### src/rtl/core/scfp_pkg.sv
// shared types, constants and helper functions of the sine/cosine generator
`timescale 1ns / 1ps
`default_nettype none

package scfp_pkg;

  // field widths
  localparam int ANGLE_W       = 16;
  localparam int OUT_W         = 16;
  localparam int OUT_FRAC_BITS = 15;
  localparam int IN_DATA_W     = 16;
  localparam int OUT_DATA_W    = 2 * OUT_W;

  // configuration port
  localparam int CFG_AW = 3;
  localparam int CFG_DW = 32;
  localparam logic REG_POLY_ORDER = 1'b0;
  localparam logic POLY_ORDER_RST = 1'b1;

  // internal widths
  localparam int X_W     = 16;
  localparam int X2_W    = 29;
  localparam int K4_W    = 30;
  localparam int K_W     = 31;
  localparam int M1_W    = K4_W + X2_W;
  localparam int SUB_W   = K_W + X2_W;
  localparam int C60_W   = 61;
  localparam int C31_W   = 32;
  localparam int SQ_W    = 63;
  localparam int RAD_W   = 62;
  localparam int ROOT_W  = 31;
  localparam int REM_W   = ROOT_W + 3;

  // square root pipeline: two root bits a stage
  localparam int SQRT_BITS_PER_STAGE = 2;
  localparam int SQRT_STAGES = (ROOT_W + SQRT_BITS_PER_STAGE - 1) / SQRT_BITS_PER_STAGE;

  // polynomial coefficients, scaled to 2^-60 (K4 to 2^-92)
  localparam logic [K_W-1:0]  K2 = 31'd1257966796;
  localparam logic [K_W-1:0]  K1 = 31'd1324136962;
  localparam logic [K4_W-1:0] K4 = 30'd1058722661;

  localparam logic [C60_W-1:0] ONE_Q60 = C60_W'(1) << 60;
  localparam logic [C60_W-1:0] HALF_Q29 = C60_W'(1) << 28;
  localparam logic [SQ_W-1:0]  ONE_Q62 = SQ_W'(1) << 62;

  localparam int SAT_MAX = (1 << (OUT_W - 1)) - 1;

  // flags that follow an angle through folding and polynomial
  typedef struct packed {
    logic fourth;
    logic f14;
    logic a15;
    logic f15;
  } flags_t;

  // flags plus finished cosine magnitude, carried alongside the root
  typedef struct packed {
    logic [OUT_W-1:0] cmag;
    logic             f14;
    logic             a15;
    logic             f15;
  } side_t;

  // round half up from q.31 to the output fraction, saturate at +1.0 - lsb
  function automatic logic [OUT_W-1:0] to_out_mag(input logic [C31_W-1:0] q);
    logic [C31_W:0] sum;
    logic [C31_W:0] sh;
    sum = {1'b0, q} + ((C31_W + 1)'(1) << (30 - OUT_FRAC_BITS));
    sh  = sum >> (31 - OUT_FRAC_BITS);
    if (sh > (C31_W + 1)'(SAT_MAX)) begin
      return OUT_W'(SAT_MAX);
    end
    return sh[OUT_W-1:0];
  endfunction

endpackage

`default_nettype wire

### src/rtl/core/scfp_fold.sv
// octant folding of the angle and squaring of the reduced argument
`timescale 1ns / 1ps
`default_nettype none

module scfp_fold (
  input  logic                                clk,
  input  logic                                rst_n,
  input  logic                                in_valid,
  output logic                                in_ready,
  input  logic signed [scfp_pkg::ANGLE_W-1:0] angle,
  input  logic                                poly_order,
  output logic                                out_valid,
  input  logic                                out_ready,
  output logic [scfp_pkg::X2_W-1:0]           x2,
  output scfp_pkg::flags_t                    flags
);
  import scfp_pkg::*;

  logic [ANGLE_W-1:0]    a;
  logic                  f14;
  logic                  f15;
  logic [14:0]           low_nxt;
  logic signed [X_W-1:0] x_nxt;
  flags_t                fl_nxt;
  logic signed [2*X_W-1:0] prod_nxt;

  logic                  v1_r;
  logic signed [X_W-1:0] x_r;
  flags_t                fl1_r;
  logic                  v2_r;
  logic [X2_W-1:0]       x2_r;
  flags_t                fl2_r;
  logic                  rdy1;
  logic                  rdy2;

  assign a       = angle;
  assign f14     = a[14] ^ a[13];
  assign f15     = a[15] ^ a[14];
  assign low_nxt = a[14:0] + {f14, 14'b0};
  // twice the sign-extended 15-bit value
  assign x_nxt   = {low_nxt, 1'b0};
  assign fl_nxt  = '{fourth: poly_order, f14: f14, a15: a[15], f15: f15};
  assign prod_nxt = x_r * x_r;

  assign rdy2     = !v2_r || out_ready;
  assign rdy1     = !v1_r || rdy2;
  assign in_ready = rdy1;

  always_ff @(posedge clk) begin
    if (!rst_n) begin
      v1_r <= 1'b0;
      v2_r <= 1'b0;
    end else begin
      if (rdy1) begin
        v1_r <= in_valid;
      end
      if (rdy2) begin
        v2_r <= v1_r;
      end
    end
  end

  always_ff @(posedge clk) begin
    if (rdy1 && in_valid) begin
      x_r   <= x_nxt;
      fl1_r <= fl_nxt;
    end
    if (rdy2 && v1_r) begin
      x2_r  <= prod_nxt[X2_W-1:0];
      fl2_r <= fl1_r;
    end
  end

  assign out_valid = v2_r;
  assign x2        = x2_r;
  assign flags     = fl2_r;

endmodule

`default_nettype wire

### config.mk
export PLATFORM = sky130hd
export DESIGN_NAME = scfp_fold
export DESIGN_NICKNAME = d
export VERILOG_FILES = /design/src/rtl/core/scfp_pkg.sv /design/src/rtl/core/scfp_fold.sv
export SDC_FILE = /design/constraint.sdc
export NUM_CORES = 1
export LEC_CHECK = 0
export BUFFER_PORTS_ARGS = -buffer_cell sky130_fd_sc_hd__clkbuf_2
export CAP_MARGIN = 15
export CELL_PAD_IN_SITES_DETAIL_PLACEMENT = 0
export CELL_PAD_IN_SITES_GLOBAL_PLACEMENT = 1
export CORE_MARGIN = 3
export CORE_UTILIZATION = 30
export DETAILED_ROUTE_END_ITERATION = 12
export PLACE_DENSITY_LB_ADDON = 0.15
export SLEW_MARGIN = 10
export SYNTH_ARGS = -nofsm -noshare
export SYNTH_HDL_FRONTEND = slang
export SYNTH_SLANG_ARGS = --single-unit
### constraint.sdc
create_clock -name clk -period 15.3 [get_ports clk]
set_input_delay 0 -clock clk [delete_from_list [all_inputs] [get_ports clk]]
set_output_delay 0 -clock clk [all_outputs]
set_load 0.02 [all_outputs]
**Word-level counts from Yosys, hierarchy flattened**

Index checks and enable logic that the tools add are counted.

- Register bits: 54
- Word-level logic and storage cells: 22
- Input bits: 21

- $add $sub $neg: 1
- Multiply operators: 1
- Bitwise operators: 2
- Reductions and logical operators: 6

Operators by type and width:

| kind | count |
|---|---|
| $mul 15x15->27 | 1 |
| $add 15x15->15 | 1 |
| $logic_and 1x1->1 | 2 |
| $logic_not 1->1 | 2 |
| $logic_or 1x1->1 | 2 |
| $xor 1x1->1 | 2 |

**Longest topological paths before layout**

- Depth in word-level cells: 4
- Mapped depth: 23

**Worst setup path after synthesis**

No wires, ideal clock.

- Kind: register -> register
- From: register x_r[15]
- To: register x2_r[28], in the netlist x2[28], data pin
- Arrival: 5.976 ns
- Data required time: 15.130 ns
- Stages on the path, launching flop included: 21
- Path slack: 9.154 ns
- Path through: edfxtp_1 -> clkbuf_1 -> buf_1 -> nand2_1 -> fa_1 -> fa_1 -> inv_1 -> fa_1 -> fa_1 -> fa_1 -> inv_1 -> fa_1 -> inv_1 -> ha_1 -> o211ai_2 -> a21boi_2 -> and3_1 -> a211oi_2 -> or4_4 -> a31o_1 -> a311oi_2

- Word-level cells in the longest chain between the ends: 1

Ends and longest elaborated chain:

| what | line | RTL |
|---|---|---|
| start: declaration | scfp_fold.sv:28 | `logic signed [X_W-1:0] x_r;` |
| start signal: assignment | scfp_fold.sv:65 | `x_r <= x_nxt;` |
| $mul 15x15->27 | scfp_fold.sv:43 | `assign prod_nxt = x_r * x_r;` |
| net prod_nxt[28] | scfp_fold.sv:25 | `logic signed [2*X_W-1:0] prod_nxt;` |
| end signal: assignment | scfp_fold.sv:69 | `x2_r <= prod_nxt[X2_W-1:0];` |
| end: declaration | scfp_fold.sv:31 | `logic [X2_W-1:0] x2_r;` |

The timed path passes the listed nets, and every way through them passes these cells.
A chain may end at the register's enable or synchronous reset.

**Worst setup path in the final report**

- From: register x_r[3]
- To: register x2_r[26], in the netlist x2[26], data pin

The elaborated chain is that of the path after synthesis.

==> metrics.txt <==
commonest non-fill, non-tap cell in the layout=inv_1; Worst Hold Class=in2reg; Worst EP arrival=about 7 ns; synthesized instance count=just under 900; WL met1=between 9000 and 10000 microns; DR vias/cell=roughly 4.3; RSZ-0062 raised after global routing=no; Final period util=0.443; sequential-to-total area share from yosys stat=0.171; Distinct cells, synth=54; prevailing post-synth register cell=edfxtp_1; Post CTS Setup Buffer Count=0; CTS root buffer=clkbuf_16; total CTS buffers=5; Routed Antenna Nets=0; critical path's top delay family=adder cells; Peak Freq=approximately 150 MHz; uppermost layer routed=met4; crit end category=flip-flop; final WL=roughly 20000 microns; DRT Pass-1 Iters=5; TNS Setup=0 ns; Final Max Tran Viols=0; Yosys warnings=0; GRT Residual Overflow=0; Clock Pin Slew Worst Setup and Hold Paths=0.09 ns; fraction of registers with async set/reset=0; slowest cell delay on critical path=approximately 0.76 ns; Slew Limit Headroom=0.374; metal2 WL=between 10000 and 15000 microns; DR WL met3=between 400 and 500 microns; CP dominant cell by count=fa_1; Worst Path Max Fanout=16; actual slew at the worst max-slew pin=0.940 ns; CTS max path bufs=2; ant diodes=0; status=finished, final reports clean; worst path bufs/invs=5; Critical Path Start Type=flip-flop; fin crit period=6.78 ns; htree depth=2; Core ar.=28900 sq um; CP required=15.38 ns; initial core utilization=0.306; first-pass GRT wire length=~35000 microns; pin count of the biggest net entering global routing=31; Final setup viols=0; Critical-path top delay cell=edfxtp_1; # clock sinks=51; max_cap viols=0; cell area after synthesis=between 8000 and 9000 sq um; CP cell instances=inv_1 -> nor2_1 -> fa_1 -> inv_1 -> fa_1 -> inv_1 -> fa_1 -> fa_1 -> fa_1 -> inv_1 -> fa_1 -> inv_1 -> ha_1 -> and2_4 -> a221o_1 -> o31a_1 -> a211oi_2 -> o41ai_1 -> a211oi_1 -> nor2_1; CTS tree=yes; commonest cells after routing, fill and taps aside=inv_1 (271), fa_1 (180), ha_1 (80); post-detail-place hpwl=16700 microns; # rows=62; RePlAce Congestion=just under 0.8; final hold violations=0; full die area=between 30000 and 40000 sq um; buffers added on ports=between 50 and 60; layout cells sized above 1=0.0805; routed vias=between 5k and 6k; IO Count=56; per-cell routed wire length=15.5 microns; die span in y=approximately 180 microns; syn avg cell area=a little over 10 sq um; worst skew pair latency=between 0.3 and 0.4 ns; Post-synth EDFFs=roughly 50; Synth-to-Final Area Change=11.5%; category of the most critical setup path=reg2reg; Die Span X=177 microns; vias in the first global route=roughly 6.4k; skew final=~0.014 ns; DRC=0; # nets final=about 1.2k; drt initial violations=229; total global-route track usage=0.143; initial antenna violation count=0; flops & latches, synth=51
[cells in the mapped netlist (6+ instances only)]
library cell / instances / area (sq um)
nor2b_1: 7 / 43.8
ha_1: 80 / 1000
a21oi_1: 16 / 80.1
inv_1: 271 / 1020
edfxtp_1: 49 / 1470
clkbuf_1: 15 / 56.3
xor2_1: 9 / 78.8
and2_1: 34 / 213
xnor2_1: 29 / 254
nor2_1: 24 / 90.1
fa_1: 180 / 3600
nand2_1: 77 / 289
nor3_1: 6 / 30.0
[worst paths after layout]
path         cells past startpoint            endpoint  slack (ns)                from
max                             20    x2[26]$_DFFE_PP_        8.52    x_r[3]$_DFFE_PP_
min                              2  fl1_r[2]$_DFFE_PP_        0.01           angle[14]
max reg2reg                     20    x2[26]$_DFFE_PP_        8.52    x_r[3]$_DFFE_PP_
min reg2reg                      0  flags[2]$_DFFE_PP_        0.42  fl1_r[2]$_DFFE_PP_
[per-layer routing]
metal / up-vias / track usage
li1: 2700 / -
met4: 0 / 0.0259
met1: 2844 / 0.200
met2: 69 / 0.244
met5: - / 0
met3: 7 / 0.0152
[flip-flops by register name, summed over array words and instances, names as in the netlist]
name and flops:
out_valid 1, v1_r 1, flags 4, x2 26, fl1_r 4, x_r 15
[timing repair]
action                                 in CTS  in global routing
endpoints found under the hold margin      20                  0
gates resized for setup                     0                  0
hold buffers                               18                  0
[through the flow]
| step | utilization | setup slack (ns) | area, sq um | instances | hold WS (ns) |
|---|---|---|---|---|---|
| 2_1_floorplan | - | 9.15 | 8830 | 873 | 0.0989 |
| 3_3_place_gp | 0.329 | 8.55 | 9500 | 1290 | 0.180 |
| 3_5_place_dp | 0.329 | 8.51 | 9500 | 1290 | 0.179 |
| 4_1_cts | 0.341 | 8.49 | 9830 | 1316 | 0.00293 |
| 5_1_grt | 0.341 | 8.11 | 9830 | 1316 | 0.00199 |
| 6_report | 0.341 | 8.52 | 9830 | 1316 | 0.0111 |
[layout make-up]
cell class,instances,area (sq um)
fill,3016,19000
timing repair buffer,71,448
clock inverter,3,33.8
tap,384,480
clock buffer,5,125
multi-input combinational,530,6210
inverter,272,1020
sequential,51,1510
[cells by family (layout without fill, tap and decap cells)]
kind of cell	count (synthesis)	in the layout	share of synthesized area
compound gates	56	56	0.0467
xor+xnor	39	39	0.0403
fa+ha+maj	260	260	0.522
buf+inv	292	351	0.126
flops	51	51	0.171
mux	1	1	0.00128
other cells	1	3	0.000425
simple gates	171	171	0.0922
Power is not shown: default switching activity piles up to over one toggle a cycle in this logic, so the estimate is an artifact.
