[src/rtl/core/scfp_pkg.sv]
// shared types, constants and helper functions of the sine/cosine generator
`timescale 1ns / 1ps
`default_nettype none

package scfp_pkg;

  // field widths
  localparam int ANGLE_W       = 16;
  localparam int OUT_W         = 16;
  localparam int OUT_FRAC_BITS = 15;
  localparam int IN_DATA_W     = 16;
  localparam int OUT_DATA_W    = 2 * OUT_W;

  // configuration port
  localparam int CFG_AW = 3;
  localparam int CFG_DW = 32;
  localparam logic REG_POLY_ORDER = 1'b0;
  localparam logic POLY_ORDER_RST = 1'b1;

  // internal widths
  localparam int X_W     = 16;
  localparam int X2_W    = 29;
  localparam int K4_W    = 30;
  localparam int K_W     = 31;
  localparam int M1_W    = K4_W + X2_W;
  localparam int SUB_W   = K_W + X2_W;
  localparam int C60_W   = 61;
  localparam int C31_W   = 32;
  localparam int SQ_W    = 63;
  localparam int RAD_W   = 62;
  localparam int ROOT_W  = 31;
  localparam int REM_W   = ROOT_W + 3;

  // square root pipeline: two root bits a stage
  localparam int SQRT_BITS_PER_STAGE = 2;
  localparam int SQRT_STAGES = (ROOT_W + SQRT_BITS_PER_STAGE - 1) / SQRT_BITS_PER_STAGE;

  // polynomial coefficients, scaled to 2^-60 (K4 to 2^-92)
  localparam logic [K_W-1:0]  K2 = 31'd1257966796;
  localparam logic [K_W-1:0]  K1 = 31'd1324136962;
  localparam logic [K4_W-1:0] K4 = 30'd1058722661;

  localparam logic [C60_W-1:0] ONE_Q60 = C60_W'(1) << 60;
  localparam logic [C60_W-1:0] HALF_Q29 = C60_W'(1) << 28;
  localparam logic [SQ_W-1:0]  ONE_Q62 = SQ_W'(1) << 62;

  localparam int SAT_MAX = (1 << (OUT_W - 1)) - 1;

  // flags that follow an angle through folding and polynomial
  typedef struct packed {
    logic fourth;
    logic f14;
    logic a15;
    logic f15;
  } flags_t;

  // flags plus finished cosine magnitude, carried alongside the root
  typedef struct packed {
    logic [OUT_W-1:0] cmag;
    logic             f14;
    logic             a15;
    logic             f15;
  } side_t;

  // round half up from q.31 to the output fraction, saturate at +1.0 - lsb
  function automatic logic [OUT_W-1:0] to_out_mag(input logic [C31_W-1:0] q);
    logic [C31_W:0] sum;
    logic [C31_W:0] sh;
    sum = {1'b0, q} + ((C31_W + 1)'(1) << (30 - OUT_FRAC_BITS));
    sh  = sum >> (31 - OUT_FRAC_BITS);
    if (sh > (C31_W + 1)'(SAT_MAX)) begin
      return OUT_W'(SAT_MAX);
    end
    return sh[OUT_W-1:0];
  endfunction

endpackage

`default_nettype wire

[src/rtl/core/scfp_out.sv]
// sine rounding, octant swap and sign, output register
`timescale 1ns / 1ps
`default_nettype none

module scfp_out (
  input  logic                            clk,
  input  logic                            rst_n,
  input  logic                            in_valid,
  output logic                            in_ready,
  input  logic [scfp_pkg::ROOT_W-1:0]     root,
  input  scfp_pkg::side_t                 side,
  output logic                            out_tvalid,
  input  logic                            out_tready,
  output logic [scfp_pkg::OUT_DATA_W-1:0] out_tdata
);
  import scfp_pkg::*;

  logic [OUT_W-1:0]      smag;
  logic [OUT_W-1:0]      s_sel;
  logic [OUT_W-1:0]      c_sel;
  logic [OUT_W-1:0]      sine_nxt;
  logic [OUT_W-1:0]      cosine_nxt;
  logic                  v_r;
  logic [OUT_DATA_W-1:0] data_r;
  logic                  rdy;

  assign smag       = to_out_mag({{(C31_W - ROOT_W){1'b0}}, root});
  assign s_sel      = side.f14 ? side.cmag : smag;
  assign c_sel      = side.f14 ? smag : side.cmag;
  assign sine_nxt   = side.a15 ? (OUT_W'(0) - s_sel) : s_sel;
  assign cosine_nxt = side.f15 ? (OUT_W'(0) - c_sel) : c_sel;

  assign rdy      = !v_r || out_tready;
  assign in_ready = rdy;

  always_ff @(posedge clk) begin
    if (!rst_n) begin
      v_r <= 1'b0;
    end else if (rdy) begin
      v_r <= in_valid;
    end
  end

  always_ff @(posedge clk) begin
    if (rdy && in_valid) begin
      data_r <= {cosine_nxt, sine_nxt};
    end
  end

  assign out_tvalid = v_r;
  assign out_tdata  = data_r;

endmodule

`default_nettype wire

[config.mk]
export PLATFORM = sky130hd
export DESIGN_NAME = scfp_out
export DESIGN_NICKNAME = d
export VERILOG_FILES = /design/src/rtl/core/scfp_pkg.sv /design/src/rtl/core/scfp_out.sv
export SDC_FILE = /design/constraint.sdc
export NUM_CORES = 1
export LEC_CHECK = 0
export BUFFER_PORTS_ARGS = -buffer_cell sky130_fd_sc_hd__buf_2
export CELL_PAD_IN_SITES_DETAIL_PLACEMENT = 1
export CELL_PAD_IN_SITES_GLOBAL_PLACEMENT = 1
export CORE_MARGIN = 3
export CORE_UTILIZATION = 30
export CTS_CLUSTER_DIAMETER = 30
export DETAILED_ROUTE_END_ITERATION = 10
export HOLD_SLACK_MARGIN = 0.12
export PLACE_DENSITY_LB_ADDON = 0.3
export SYNTH_ARGS = -nofsm -noshare
export SYNTH_HDL_FRONTEND = slang
export SYNTH_SLANG_ARGS = --single-unit
[constraint.sdc]
create_clock -name clk -period 5.4 [get_ports clk]
set_input_delay 0.54 -clock clk [delete_from_list [all_inputs] [get_ports clk]]
set_output_delay 0.54 -clock clk [all_outputs]
set_load 0.005 [all_outputs]
# == Word level (Yosys, flattened, before mapping) ==
# Index checks and enable logic that the tools add are counted.
# totals
register_bits,33
out_inout_bits,34
input_bits,54
# op_classes
order_cmp,1
n_addsub,3
n_reduce_logical,3
muxes,7
# ops
operator,n
$mux 16,6
$add 31x16->32 const B,1
$sub 1x16->16 const A,2
$gt 16x15->1 const B,1
$logic_and 1x1->1,1
$logic_not 1->1,1
$logic_or 1x1->1,1
$mux 1,1

# == Depth between registers and ports, before layout ==
# depth
word_depth,7
ltp_mapped,11
depth_no_buf,11

# == Worst setup path after synthesis ==
# No wires, ideal clock.
# synth_timing
path_type,input -> register
start,input port root[15] (netlist bit)
end,register data_r[26] (netlist: out_tdata[26]) (data pin)
path_buffers,0
required_ns,5.130
cell_stages,10
setup_slack_ns,2.365
setup_ns,0.270
arrival_ns,2.765
path_cell_list,ha_1 nand4_2 nor4_1 nor2_1 a21o_1 ha_1 o21ai_0 or4_4 o21ai_0 xor2_1
# synth_via
elab_chain_len,7
# synth_rtl
item,line_no,rtl
"start, declared",scfp_out.sv:10,"input logic [scfp_pkg::ROOT_W-1:0] root,"
$add 31x16->32 (*),scfp_pkg.sv:69,"sum = {1'b0, q} + ((C31_W + 1)'(1) << (30 - OUT_FRAC_BITS));"
$gt 16x15->1,scfp_pkg.sv:71,if (sh > (C31_W + 1)'(SAT_MAX)) begin
$mux 1,scfp_pkg.sv:71,
$mux 16 (*),scfp_pkg.sv:74,return sh[OUT_W-1:0];
$mux 16 (*),scfp_out.sv:29,assign c_sel = side.f14 ? smag : side.cmag;
$sub 1x16->16,scfp_out.sv:31,assign cosine_nxt = side.f15 ? (OUT_W'(0) - c_sel) : c_sel;
$mux 16 (*),scfp_out.sv:31,
net cosine_nxt[10],scfp_out.sv:22,logic [OUT_W-1:0] cosine_nxt;
"end signal, assigned",scfp_out.sv:46,"data_r <= {cosine_nxt, sine_nxt};"
"end, declared",scfp_out.sv:24,logic [OUT_DATA_W-1:0] data_r;
# The timed path passes the listed nets; every way through them passes the cells marked *.
# A chain may end at the register's enable or synchronous reset.

# == Worst setup path after layout ==
# layout_timing
start,input port root[15] (netlist bit)
end,register data_r[30] (netlist: out_tdata[30]) (data pin)
# Same word-level chain as after synthesis.

==> results.md <==
- Number of enable flip-flop cells after synthesis: 32
- FMAX: 315.0 MHz
- CP bufs+invs: 1
- Outcome: finished clean
- Slowest cell delay on critical path: 0.61 ns
- Period utilization: 0.5879
- Post-Syn Instances: 289
- CTS Buf Count: 5
- Pwr per Cell Area: 212.3 nW/um^2
- Syn_nets: 346
- CTS HTree Levels: 2
- Die height: 100.2 um
- Post-Place Cells: 457
- Hold Path Class: primary input to flip-flop
- Pleak: 1.218 nW
- DR pass1 iterations: 4
- Synth top area cells: edfxtp_1 36%, xnor2_1 6.6%, nand2_1 4.4%, xor2_1 3.9%, o21ai_0 3.0%
- Die Wd: 100.2 um
- Synth area leader: edfxtp_1
- CP Data Required Time: 5.43 ns
- Slew Viols, Final: 0
- Worst slew pin tran: 0.7185 ns
- Final GP Congestion: 0.8210
- Vias in the first global route: 2527
- Post-route minimum period: 3.175 ns
- Total track usage: 0.1575
- Synthesized flop and latch total: 33
- Post-CTS Hold Buffers: 0
- Initial Util: 0.3161
- Ys flop type: edfxtp_1
- # rows: 33
- Avg Inst Size Synth: 9.213 um^2
- M1 WL: 3.746 mm
- Worst-path cell chain: buf_2, ha_1, and4_4, nand4_1, a21oi_1, a21oi_1, ha_1, o21ai_0, or4_4, o41ai_2, xnor2_1
- Type of origin of the critical path: primary input
- Fin. Hold Viols: 0
- # Post-CTS Setup Buffers: 0
- I/O Buffers: 72
- Starting DRC count in detailed routing: 141
- Root Driver: clkbuf_8
- Area delta synth->final: 20.16%
- Routed vias/inst: 5.402
- CTS Buffer Depth: 2
- Drc violations: 0
- I/O pin cnt: 88
- Crit-path max FO: 6
- TNS Setup: 0 ns
- Grt total ovfl: 0
- Wire length of the first global-routing pass: 12.77 mm
- Number of synthesis warnings: 0
- Final non-filler cell total: 465
- CTS sink count: 33
- N_diodes: 0
- Worst setup path class: primary input to flip-flop
- Relative slew slack: 0.5210
- Max-capacitance violation count: 0
- Area of the core: 8423 um^2
- Worst EP arrival: 3.20 ns
- Clock Latency Late Sink: 0.28 ns
- Top Family by Delay on Critical Path: simple AND/OR/NAND/NOR gates
- Synth Cell Area: 2663 um^2
- Sequential area share after synthesis: 0.3684
- Post-Route WL: 7.804 mm
- Clock tree from TritonCTS: built
- Unique masters post-synth: 64
- Highest Signal Layer: met4
- Routed length on met3: 305 um
- CP endpoint kind: flip-flop
- Peak VDD IR: 0.00008390 V
- Die area: 10040 um^2
- Critical path's slowest cell: or4_4
- Initial antenna violation count: 0
- Fillers: 1020
- RSZ-0062 raised after global routing: no
- Clock transition at the registers of the reported paths: 0.07 ns
- Final Setup Violations: 0
- WL/cell: 16.78 um
- Share of flip-flops with an asynchronous set or reset: 0
- Share of layout cells above drive strength 1: 0.2778
- Post-DP HPWL: 6.245 mm
- Vias: 2512
- Largest net degree at the start of global routing: 40
- Cts repair resizes: 0
- Routed wl met2: 3.698 mm
- Post-route ant nets: 0
- Top cell type's share of synthesized area: 0.3609
- Final net count: 416
- Setup Skew: 0.009350 ns
[cell type report]
| cell class | instances | area, um^2 | share of cell area |
|---|---|---|---|
| repair buffers | 76 | 390.4 | 0.1220 |
| inverters | 8 | 30.03 | 0.009386 |
| clock inverters | 2 | 10.01 | 0.003129 |
| flip-flops and latches | 33 | 980.9 | 0.3066 |
| clock buffers | 6 | 72.57 | 0.02268 |
| well taps | 105 | 131.4 | 0.04106 |
| multi-input cells | 235 | 1584 | 0.4951 |
[sequential cells by signal, indices dropped and copies added, names as in the netlist]
| signal | flops |
|---|---|
| out_tdata | 32 |
| out_tvalid | 1 |
[through the flow]
stage	hold WS, ns	power [W]	utilization	setup WS (ns)	area (um^2)
6_report	0.5118	0.0006792	0.3798	2.225	3199
5_1_grt	0.5259	0.0007190	0.3798	2.042	3199
4_1_cts	0.5045	0.0006874	0.3798	2.230	3199
3_5_place_dp	0.5162	0.0005102	0.3700	1.935	3117
3_3_place_gp	0.4976	0.0005043	0.3700	1.972	3117
2_1_floorplan	0.5366	0.0004367	-	2.365	2663
[final timing paths]
check	to	slack [ns]	depth (start not counted)	startpoint
setup reg to reg	out_tdata[14]$_DFFE_PP_	4.17	3	out_tvalid$_SDFFE_PN0N_
setup / recovery	out_tdata[30]$_DFFE_PP_	2.23	11	root[15]
hold reg to reg	out_tvalid$_SDFFE_PN0N_	0.52	2	out_tvalid$_SDFFE_PN0N_
hold / removal	out_tvalid$_SDFFE_PN0N_	0.51	2	rst_n
[per-layer routing]
metal  global-route usage  vias to the layer above
met2               0.2620                       56
met5                    0                        -
met1               0.2184                     1206
li1                     -                     1246
met4              0.03420                        0
met3              0.02085                        4
[placed cells by master, fill, tap and decap left out, types with 3 or more instances in the layout]
cell,Yosys,routed
ha_1,3,3
o22a_1,5,5
o21ai_0,16,16
nor2_1,15,15
o31ai_1,10,10
o22ai_1,5,5
o41ai_1,4,4
o32a_1,3,3
nand4_1,8,8
nand3_1,13,13
nor3_1,6,6
a21oi_1,10,10
or2_2,3,3
nor4_1,8,8
edfxtp_1,32,32
or4_1,3,3
clkbuf_8,0,5
nand2b_1,9,9
nand2_1,31,31
inv_1,7,7
buf_4,2,4
xnor2_1,20,20
xor2_1,12,12
buf_2,3,72
o21a_1,3,3
mux2i_1,5,5
or3_1,3,3
[worst reg2reg max path, delay by kind of cell, from the launching register on]
family	cells	cell delay [ns]
buf+inv	1	0.36
flops	1	0.31
simple gates	2	0.22
[synth_stat cells (all sizes together), types with 2 or more instances]
master / count
a21bo: 2
a21boi: 2
a21oi: 11
a31oi: 2
and2: 2
and3: 2
and4: 3
buf: 8
clkbuf: 5
edfxtp: 32
ha: 3
inv: 7
mux2: 2
mux2i: 5
nand2: 32
nand2b: 9
nand3: 13
nand4: 9
nand4bb: 2
nor2: 15
nor2b: 2
nor3: 6
nor4: 8
o21a: 3
o21ai: 16
o22a: 5
o22ai: 5
o31ai: 10
o32a: 3
o41ai: 5
or2: 3
or3: 3
or4: 4
xnor2: 20
xor2: 12
[power breakdown]
group | switching, W | total [W] | internal, W
sequential | 0.00000485 | 0.000318 | 0.000314
combinational | 0.000108 | 0.000185 | 0.0000770
clock | 0.0000863 | 0.000176 | 0.0000892
[cells by family (layout without fill, tap and decap cells)]
kind of cell / count (synthesis) / count (layout) / share of synthesized area
flops: 33 / 33 / 0.3684
buf+inv: 21 / 92 / 0.03665
simple gates: 116 / 116 / 0.2383
fa+ha+maj: 3 / 3 / 0.01410
xor+xnor: 32 / 32 / 0.1053
compound gates: 77 / 77 / 0.2087
mux: 7 / 7 / 0.02866
(Power assumes the default switching activity.)
