File: config.mk
export PLATFORM = sky130hd
export DESIGN_NAME = scfp_sqrt
export DESIGN_NICKNAME = d
export VERILOG_FILES = /design/src/rtl/core/scfp_pkg.sv /design/src/rtl/core/scfp_sqrt.sv
export SDC_FILE = /design/constraint.sdc
export NUM_CORES = 2
export LEC_CHECK = 0
export BUFFER_PORTS_ARGS = -buffer_cell sky130_fd_sc_hd__buf_4
export CAP_MARGIN = 20
export CORE_MARGIN = 2
export CORE_UTILIZATION = 33
export DETAILED_ROUTE_END_ITERATION = 8
export GPL_TIMING_DRIVEN = 1
export PLACE_DENSITY = 0.55
export SLEW_MARGIN = 20
export SYNTH_ARGS = -nofsm -noshare
export SYNTH_HDL_FRONTEND = slang
export SYNTH_SLANG_ARGS = --single-unit
File: constraint.sdc
create_clock -name clk -period 35.2 [get_ports clk]
set_input_delay 10.56 -clock clk [delete_from_list [all_inputs] [get_ports clk]]
set_output_delay 10.56 -clock clk [all_outputs]
set_load 0.005 [all_outputs]
File: src/rtl/core/scfp_pkg.sv
// shared types, constants and helper functions of the sine/cosine generator
`timescale 1ns / 1ps
`default_nettype none

package scfp_pkg;

  // field widths
  localparam int ANGLE_W       = 16;
  localparam int OUT_W         = 16;
  localparam int OUT_FRAC_BITS = 15;
  localparam int IN_DATA_W     = 16;
  localparam int OUT_DATA_W    = 2 * OUT_W;

  // configuration port
  localparam int CFG_AW = 3;
  localparam int CFG_DW = 32;
  localparam logic REG_POLY_ORDER = 1'b0;
  localparam logic POLY_ORDER_RST = 1'b1;

  // internal widths
  localparam int X_W     = 16;
  localparam int X2_W    = 29;
  localparam int K4_W    = 30;
  localparam int K_W     = 31;
  localparam int M1_W    = K4_W + X2_W;
  localparam int SUB_W   = K_W + X2_W;
  localparam int C60_W   = 61;
  localparam int C31_W   = 32;
  localparam int SQ_W    = 63;
  localparam int RAD_W   = 62;
  localparam int ROOT_W  = 31;
  localparam int REM_W   = ROOT_W + 3;

  // square root pipeline: two root bits a stage
  localparam int SQRT_BITS_PER_STAGE = 2;
  localparam int SQRT_STAGES = (ROOT_W + SQRT_BITS_PER_STAGE - 1) / SQRT_BITS_PER_STAGE;

  // polynomial coefficients, scaled to 2^-60 (K4 to 2^-92)
  localparam logic [K_W-1:0]  K2 = 31'd1257966796;
  localparam logic [K_W-1:0]  K1 = 31'd1324136962;
  localparam logic [K4_W-1:0] K4 = 30'd1058722661;

  localparam logic [C60_W-1:0] ONE_Q60 = C60_W'(1) << 60;
  localparam logic [C60_W-1:0] HALF_Q29 = C60_W'(1) << 28;
  localparam logic [SQ_W-1:0]  ONE_Q62 = SQ_W'(1) << 62;

  localparam int SAT_MAX = (1 << (OUT_W - 1)) - 1;

  // flags that follow an angle through folding and polynomial
  typedef struct packed {
    logic fourth;
    logic f14;
    logic a15;
    logic f15;
  } flags_t;

  // flags plus finished cosine magnitude, carried alongside the root
  typedef struct packed {
    logic [OUT_W-1:0] cmag;
    logic             f14;
    logic             a15;
    logic             f15;
  } side_t;

  // round half up from q.31 to the output fraction, saturate at +1.0 - lsb
  function automatic logic [OUT_W-1:0] to_out_mag(input logic [C31_W-1:0] q);
    logic [C31_W:0] sum;
    logic [C31_W:0] sh;
    sum = {1'b0, q} + ((C31_W + 1)'(1) << (30 - OUT_FRAC_BITS));
    sh  = sum >> (31 - OUT_FRAC_BITS);
    if (sh > (C31_W + 1)'(SAT_MAX)) begin
      return OUT_W'(SAT_MAX);
    end
    return sh[OUT_W-1:0];
  endfunction

endpackage

`default_nettype wire

File: src/rtl/core/scfp_sqrt.sv
// pipelined digit-by-digit integer square root, two root bits a stage
`timescale 1ns / 1ps
`default_nettype none

module scfp_sqrt (
  input  logic                        clk,
  input  logic                        rst_n,
  input  logic                        in_valid,
  output logic                        in_ready,
  input  logic [scfp_pkg::RAD_W-1:0]  rad,
  input  scfp_pkg::side_t             side,
  output logic                        out_valid,
  input  logic                        out_ready,
  output logic [scfp_pkg::ROOT_W-1:0] root,
  output scfp_pkg::side_t             side_out
);
  import scfp_pkg::*;

  logic [SQRT_STAGES-1:0] v_r;
  logic [SQRT_STAGES-1:0] v_in;
  logic [SQRT_STAGES:0]   rdy;

  logic [RAD_W-1:0]  rad_r  [SQRT_STAGES];
  logic [REM_W-1:0]  rem_r  [SQRT_STAGES];
  logic [ROOT_W-1:0] q_r    [SQRT_STAGES];
  side_t             side_r [SQRT_STAGES];

  assign v_in = {v_r[SQRT_STAGES-2:0], in_valid};

  always_comb begin
    rdy[SQRT_STAGES] = out_ready;
    for (int k = SQRT_STAGES - 1; k >= 0; k--) begin
      rdy[k] = !v_r[k] || rdy[k+1];
    end
  end

  assign in_ready = rdy[0];

  always_ff @(posedge clk) begin
    if (!rst_n) begin
      v_r <= '0;
    end else begin
      for (int k = 0; k < SQRT_STAGES; k++) begin
        if (rdy[k]) begin
          v_r[k] <= v_in[k];
        end
      end
    end
  end

  for (genvar k = 0; k < SQRT_STAGES; k++) begin : g_stage
    logic [RAD_W-1:0]  rad_i;
    logic [REM_W-1:0]  rem_i;
    logic [ROOT_W-1:0] q_i;
    side_t             side_i;
    logic [RAD_W-1:0]  rad_nxt;
    logic [REM_W-1:0]  rem_nxt;
    logic [ROOT_W-1:0] q_nxt;

    if (k == 0) begin : g_first
      assign rad_i  = rad;
      assign rem_i  = '0;
      assign q_i    = '0;
      assign side_i = side;
    end else begin : g_next
      assign rad_i  = rad_r[k-1];
      assign rem_i  = rem_r[k-1];
      assign q_i    = q_r[k-1];
      assign side_i = side_r[k-1];
    end

    always_comb begin
      logic [REM_W-1:0] rem2;
      logic [REM_W-1:0] trial;
      rad_nxt = rad_i;
      rem_nxt = rem_i;
      q_nxt   = q_i;
      for (int j = 0; j < SQRT_BITS_PER_STAGE; j++) begin
        if (k * SQRT_BITS_PER_STAGE + j < ROOT_W) begin
          // bring down the next two radicand bits and try a one digit
          rem2    = {rem_nxt[REM_W-3:0], rad_nxt[RAD_W-1 -: 2]};
          rad_nxt = rad_nxt << 2;
          trial   = {1'b0, q_nxt, 2'b01};
          if (rem2 >= trial) begin
            rem_nxt = rem2 - trial;
            q_nxt   = {q_nxt[ROOT_W-2:0], 1'b1};
          end else begin
            rem_nxt = rem2;
            q_nxt   = {q_nxt[ROOT_W-2:0], 1'b0};
          end
        end
      end
    end

    always_ff @(posedge clk) begin
      if (rdy[k] && v_in[k]) begin
        rad_r[k]  <= rad_nxt;
        rem_r[k]  <= rem_nxt;
        q_r[k]    <= q_nxt;
        side_r[k] <= side_i;
      end
    end
  end

  assign out_valid = v_r[SQRT_STAGES-1];
  assign root      = q_r[SQRT_STAGES-1];
  assign side_out  = side_r[SQRT_STAGES-1];

endmodule

`default_nettype wire

**After elaboration in Yosys (flattened, before gate mapping)**

Memory sizes are Yosys's and may differ from the RTL's.
Index checks and enable logic that the tools add are counted.
Widths: inputs -> output; s select.

- Bits in registers: 16
- RAM bits: 2304
- Bits of input ports: 85
- Output and inout bits: 52
- Memories kept: 4

- Add/sub/neg operators: 31
- Magnitude comparators: 31
- Multiplexer cells: 94
- Reduce and logical (&&, ||, !) cells: 48

Memory list:

| memory | depth | bits a word | read ports | clocked after memory_dff | wr ports | RTL line | source |
|---|---|---|---|---|---|---|---|
| rad_r | 16 | 60 | 15 | 0 | 16 | scfp_sqrt.sv:23 | `logic [RAD_W-1:0] rad_r [SQRT_STAGES];` |
| rem_r | 16 | 34 | 15 | 0 | 16 | scfp_sqrt.sv:24 | `logic [REM_W-1:0] rem_r [SQRT_STAGES];` |
| q_r | 16 | 31 | 16 | 0 | 16 | scfp_sqrt.sv:25 | `logic [ROOT_W-1:0] q_r [SQRT_STAGES];` |
| side_r | 16 | 19 | 16 | 0 | 16 | scfp_sqrt.sv:26 | `side_t side_r [SQRT_STAGES];` |

Operator list:

| cell | count |
|---|---|
| $ge 34x33->1 | 29 |
| $mux 34 | 16 |
| $sub 34x33->34 | 15 |
| $mux 32 | 15 |
| $sub 32x32->32 | 14 |
| $mux 1 | 63 |
| $ge 34x3->1 | 1 |
| $sub 34x3->34 | 1 |
| $logic_and 1x1->1 | 16 |
| $logic_not 1->1 | 16 |
| $logic_or 1x1->1 | 16 |
| $sub 2x1->3 const B | 1 |
| $ge 2x1->1 const B | 1 |

**Longest topological paths before layout**

- Word-level depth: 20
- Mapped depth: 29

**Least setup slack after synthesis**

No wires, ideal clock.

- Path kind: input-to-output
- From: in out_ready
- To: out in_ready
- Arrival time: 12144 ps
- Setup slack: 12496 ps
- Cell stages on the path: 9
- Buffers on the path: 0
- Path through: nor2b_1 > and3_1 > and3_1 > nand2_1 > nor2_1 > and2_0 > nand3_1 > nor2_1 > nand3_1

- Word-level cells in the longest chain between the ends: 16

RTL lines:

| item | RTL line | source |
|---|---|---|
| start, declared | scfp_sqrt.sv:13 | `input logic out_ready,` |
| $logic_or 1x1->1 (16 in a row) | scfp_sqrt.sv:33 | `rdy[k] = !v_r[k] \|\| rdy[k+1];` |
| end, declared | scfp_sqrt.sv:9 | `output logic in_ready,` |

No other way between the ends.

**Final worst setup path**

Same ends and word-level chain as after synthesis.

==> metrics.yaml <==
status: "finished clean"
avgSynthCellArea_um2: 10.9
async_flop_share: 0
ys_seq_area_frac: 0.521
dpl-instance-area_mm2: 0.0912
ant_nets: 0
cts_tree: "done"
synth.area.top_cells: "edfxtp_1, ha_1, xnor2_1"
timing.fmax_mhz: 41.0
cts_setup_buffers: 0
ys.flop_type: "edfxtp_1"
synth_top_family_by_area: "compound AO/OA/AOI/OAI gates"
die_x_um: 515
place_congestion: 0.912
place_inst: 11300
drt_iter0_drc: 4553
yosys.area_share.simple: 0.142
final_area_mm2: 0.0968
dieArea_mm2: 0.265
path_class: "primary input to output pin"
track_usage: 0.163
ys_warn_count: 0
worst_path_max_delay_cell: "nor2_1"
drt-total-wl_um: 222000
place_hpwl_um: 173000
crit_fanout: 6
finalHoldViolCount: 0
yosys.area.top_type: "edfxtp_1"
peakVddDrop_mv: 0.0513
portBuffers: 136
layout-drive-gt1-share: 0.0794
skew_ns: 0.0554
rsz0062_at_grt: "no"
setup_violations: 0
slew_headroom: 0.206
clock_sinks: 1500
start_util: 0.332
path_cells: "buf_4 -> nor2b_1 -> and3_1 -> and3_1 -> nand2_1 -> nor2_1 -> and2_0 -> nand3_1 -> nor2_1 -> nand3_1 -> buf_4"
drt-vias-per-instance: 5.23
worst_slew_pin_slew_ns: 1.18
cpPeakStageDelay_ns: 0.58
wl_per_cell_um: 19.0
drv_slew: 0
required_ns: 24.64
grt_first_pass_wirelength_um: 341000
synth-xor-area-share: 0.0723
hp-class: "register to register"
layoutNonFillerInstCount: 11600
ios: 137
firstDrtPassIters: 6
cts_resized: 0
grt_max_degree: 78
grt-ovfl-total: 0
vias: 60800
cts_buffers: 165
synth-compound-area-share: 0.145
fin_crit_ns: 24.42
synth_cell_types: 112
synth_area_mm2: 0.0861
fin_nets: 8708
syn_inst: 7926
synthAdderAreaFrac: 0.0764
cp_top_family: "simple AND/OR/NAND/NOR gates"
synth_seq_cells: 1500
p_leak_nw: 35.1
clockRootBuffer: "clkbuf_16"
synth.top_cell.area_share: 0.518
die-height_um: 515
htree_levels: 4
cap_violations: 0
tns_ns: 0
power_density_mw_per_mm2: 39.6
cp_num_buf_inv: 2
area_growth_pct: 12.5
worstSetupEndpointType: "output pin"
synth_edf_count: 1484
worstPathArrival_ns: 13.86
clk_pin_slew_worst_paths_ns: 0.06
hold_buffers: 0
synthMuxAreaShare: 0.0136
clk_latency_ns: 0.83
coreArea_mm2: 0.259
grt_pass1_vias: 59200
critPathLaunchType: "primary input"
clock_path_buffers: 3
drcViolationCount: 0
num_rows: 187
fin_crit_sh: 0.694
antenna_found_initial: 11
final_core_util: 0.373
synthesized netlist by cell type, drive strengths merged, types with 55 or more instances:
library cell	count
edfxtp	1484
and2	55
clkbuf	142
a31oi	70
nor2	611
nand3	175
o31ai	59
nor4	106
a21oi	610
and3	62
nor3	184
a211oi	73
mux2	82
xor2	263
nor2b	75
nand2b	73
o21ai	432
a21o	238
nand4	123
inv	458
ha	525
o21bai	69
or3	67
xnor2	447
o21a	88
or2	56
nand2	684
path summary, 6_finish.rpt:
kind / start / cells after the start / to / slack, ns
worst min register to register: side_r[0][105]$_DFFE_PP_ / 0 / side_r[0][124]$_DFFE_PP_ / 0.39
worst max register to register: q_r[1][166]$_DFFE_PP_ / 25 / rem_r[1][230]$_DFFE_PP_ / 27.42
worst max-delay path: out_ready / 11 / in_ready / 10.78
worst min-delay path: side_r[0][105]$_DFFE_PP_ / 0 / side_r[0][124]$_DFFE_PP_ / 0.39
cell usage in the layout, fill, tap and decap left out, types with 47 or more instances in the layout:
master     count
a21o_1       238
nor3_1       179
o21ai_0      413
clkbuf_16    165
inv_1        455
o21a_1        87
nor4_1        98
a21oi_1      608
o21bai_1      69
mux2_2        70
nor2_1       609
ha_1         525
edfxtp_1    1484
or3_1         66
nand2_1      684
o211ai_1      47
xor2_1       262
and3_1        62
a31oi_1       67
and2_1        53
or2_2         53
buf_4        196
nor2b_1       66
nand2b_1      73
o31ai_1       59
nand3_1      175
nand4_1      122
a211oi_1      72
xnor2_1      447
metrics by stage:
step | setup slack, ns | total power, W | hold slack [ns]
floorplan | 12.50 | 0.00210 | 0.400
global placement | 10.65 | 0.00213 | 0.401
detailed placement | 10.76 | 0.00213 | 0.405
CTS | 10.76 | 0.00390 | 0.375
global route | 10.45 | 0.00397 | 0.394
finish | 10.78 | 0.00383 | 0.385
area by class of cell:
class,count,area [µm²]
fill,25100,163000
inverter,463,1740
tap,3402,4260
multi-input combinational,5772,38900
sequential,1500,44900
clock buffer,188,4260
clock inverter,114,1310
antenna,2,5.00
timing repair buffer,196,1470
sequential cells by signal, indices dropped and copies added (netlist names):
register / flops
v_r: 16
rad_r: 450
rem_r: 459
side_r: 304
q_r: 271
per-layer routing:
layer / track usage / vias up / part of all wire
met3: 0.0201 / 346 / 0.042
met5: 0 / - / 0
met1: 0.215 / 29200 / 0.45
met2: 0.275 / 1440 / 0.47
li1: - / 29900 / -
met4: 0.0599 / 0 / 0.035
report_power, final:
group / leakage (nW) / internal [W] / switching (W)
registers: 13.7 / 0.00197 / 0.0000160
logic: 18.7 / 0.0000446 / 0.0000652
clock network: 2.67 / 0.000995 / 0.000742
total: 35.1 / 0.00301 / 0.000823
cells by family (layout without fill, tap and decap cells):
family | after synthesis | count (layout)
AO/OA/AOI/OAI | 1962 | 1962
multiplexers | 107 | 107
AND/OR/NAND/NOR | 2464 | 2464
flip-flops | 1500 | 1500
other | 1 | 5
adder cells (fa/ha/maj) | 526 | 526
buffers and inverters | 656 | 961
XOR/XNOR | 710 | 710
Note: power is estimated with default switching activity, not from simulation.
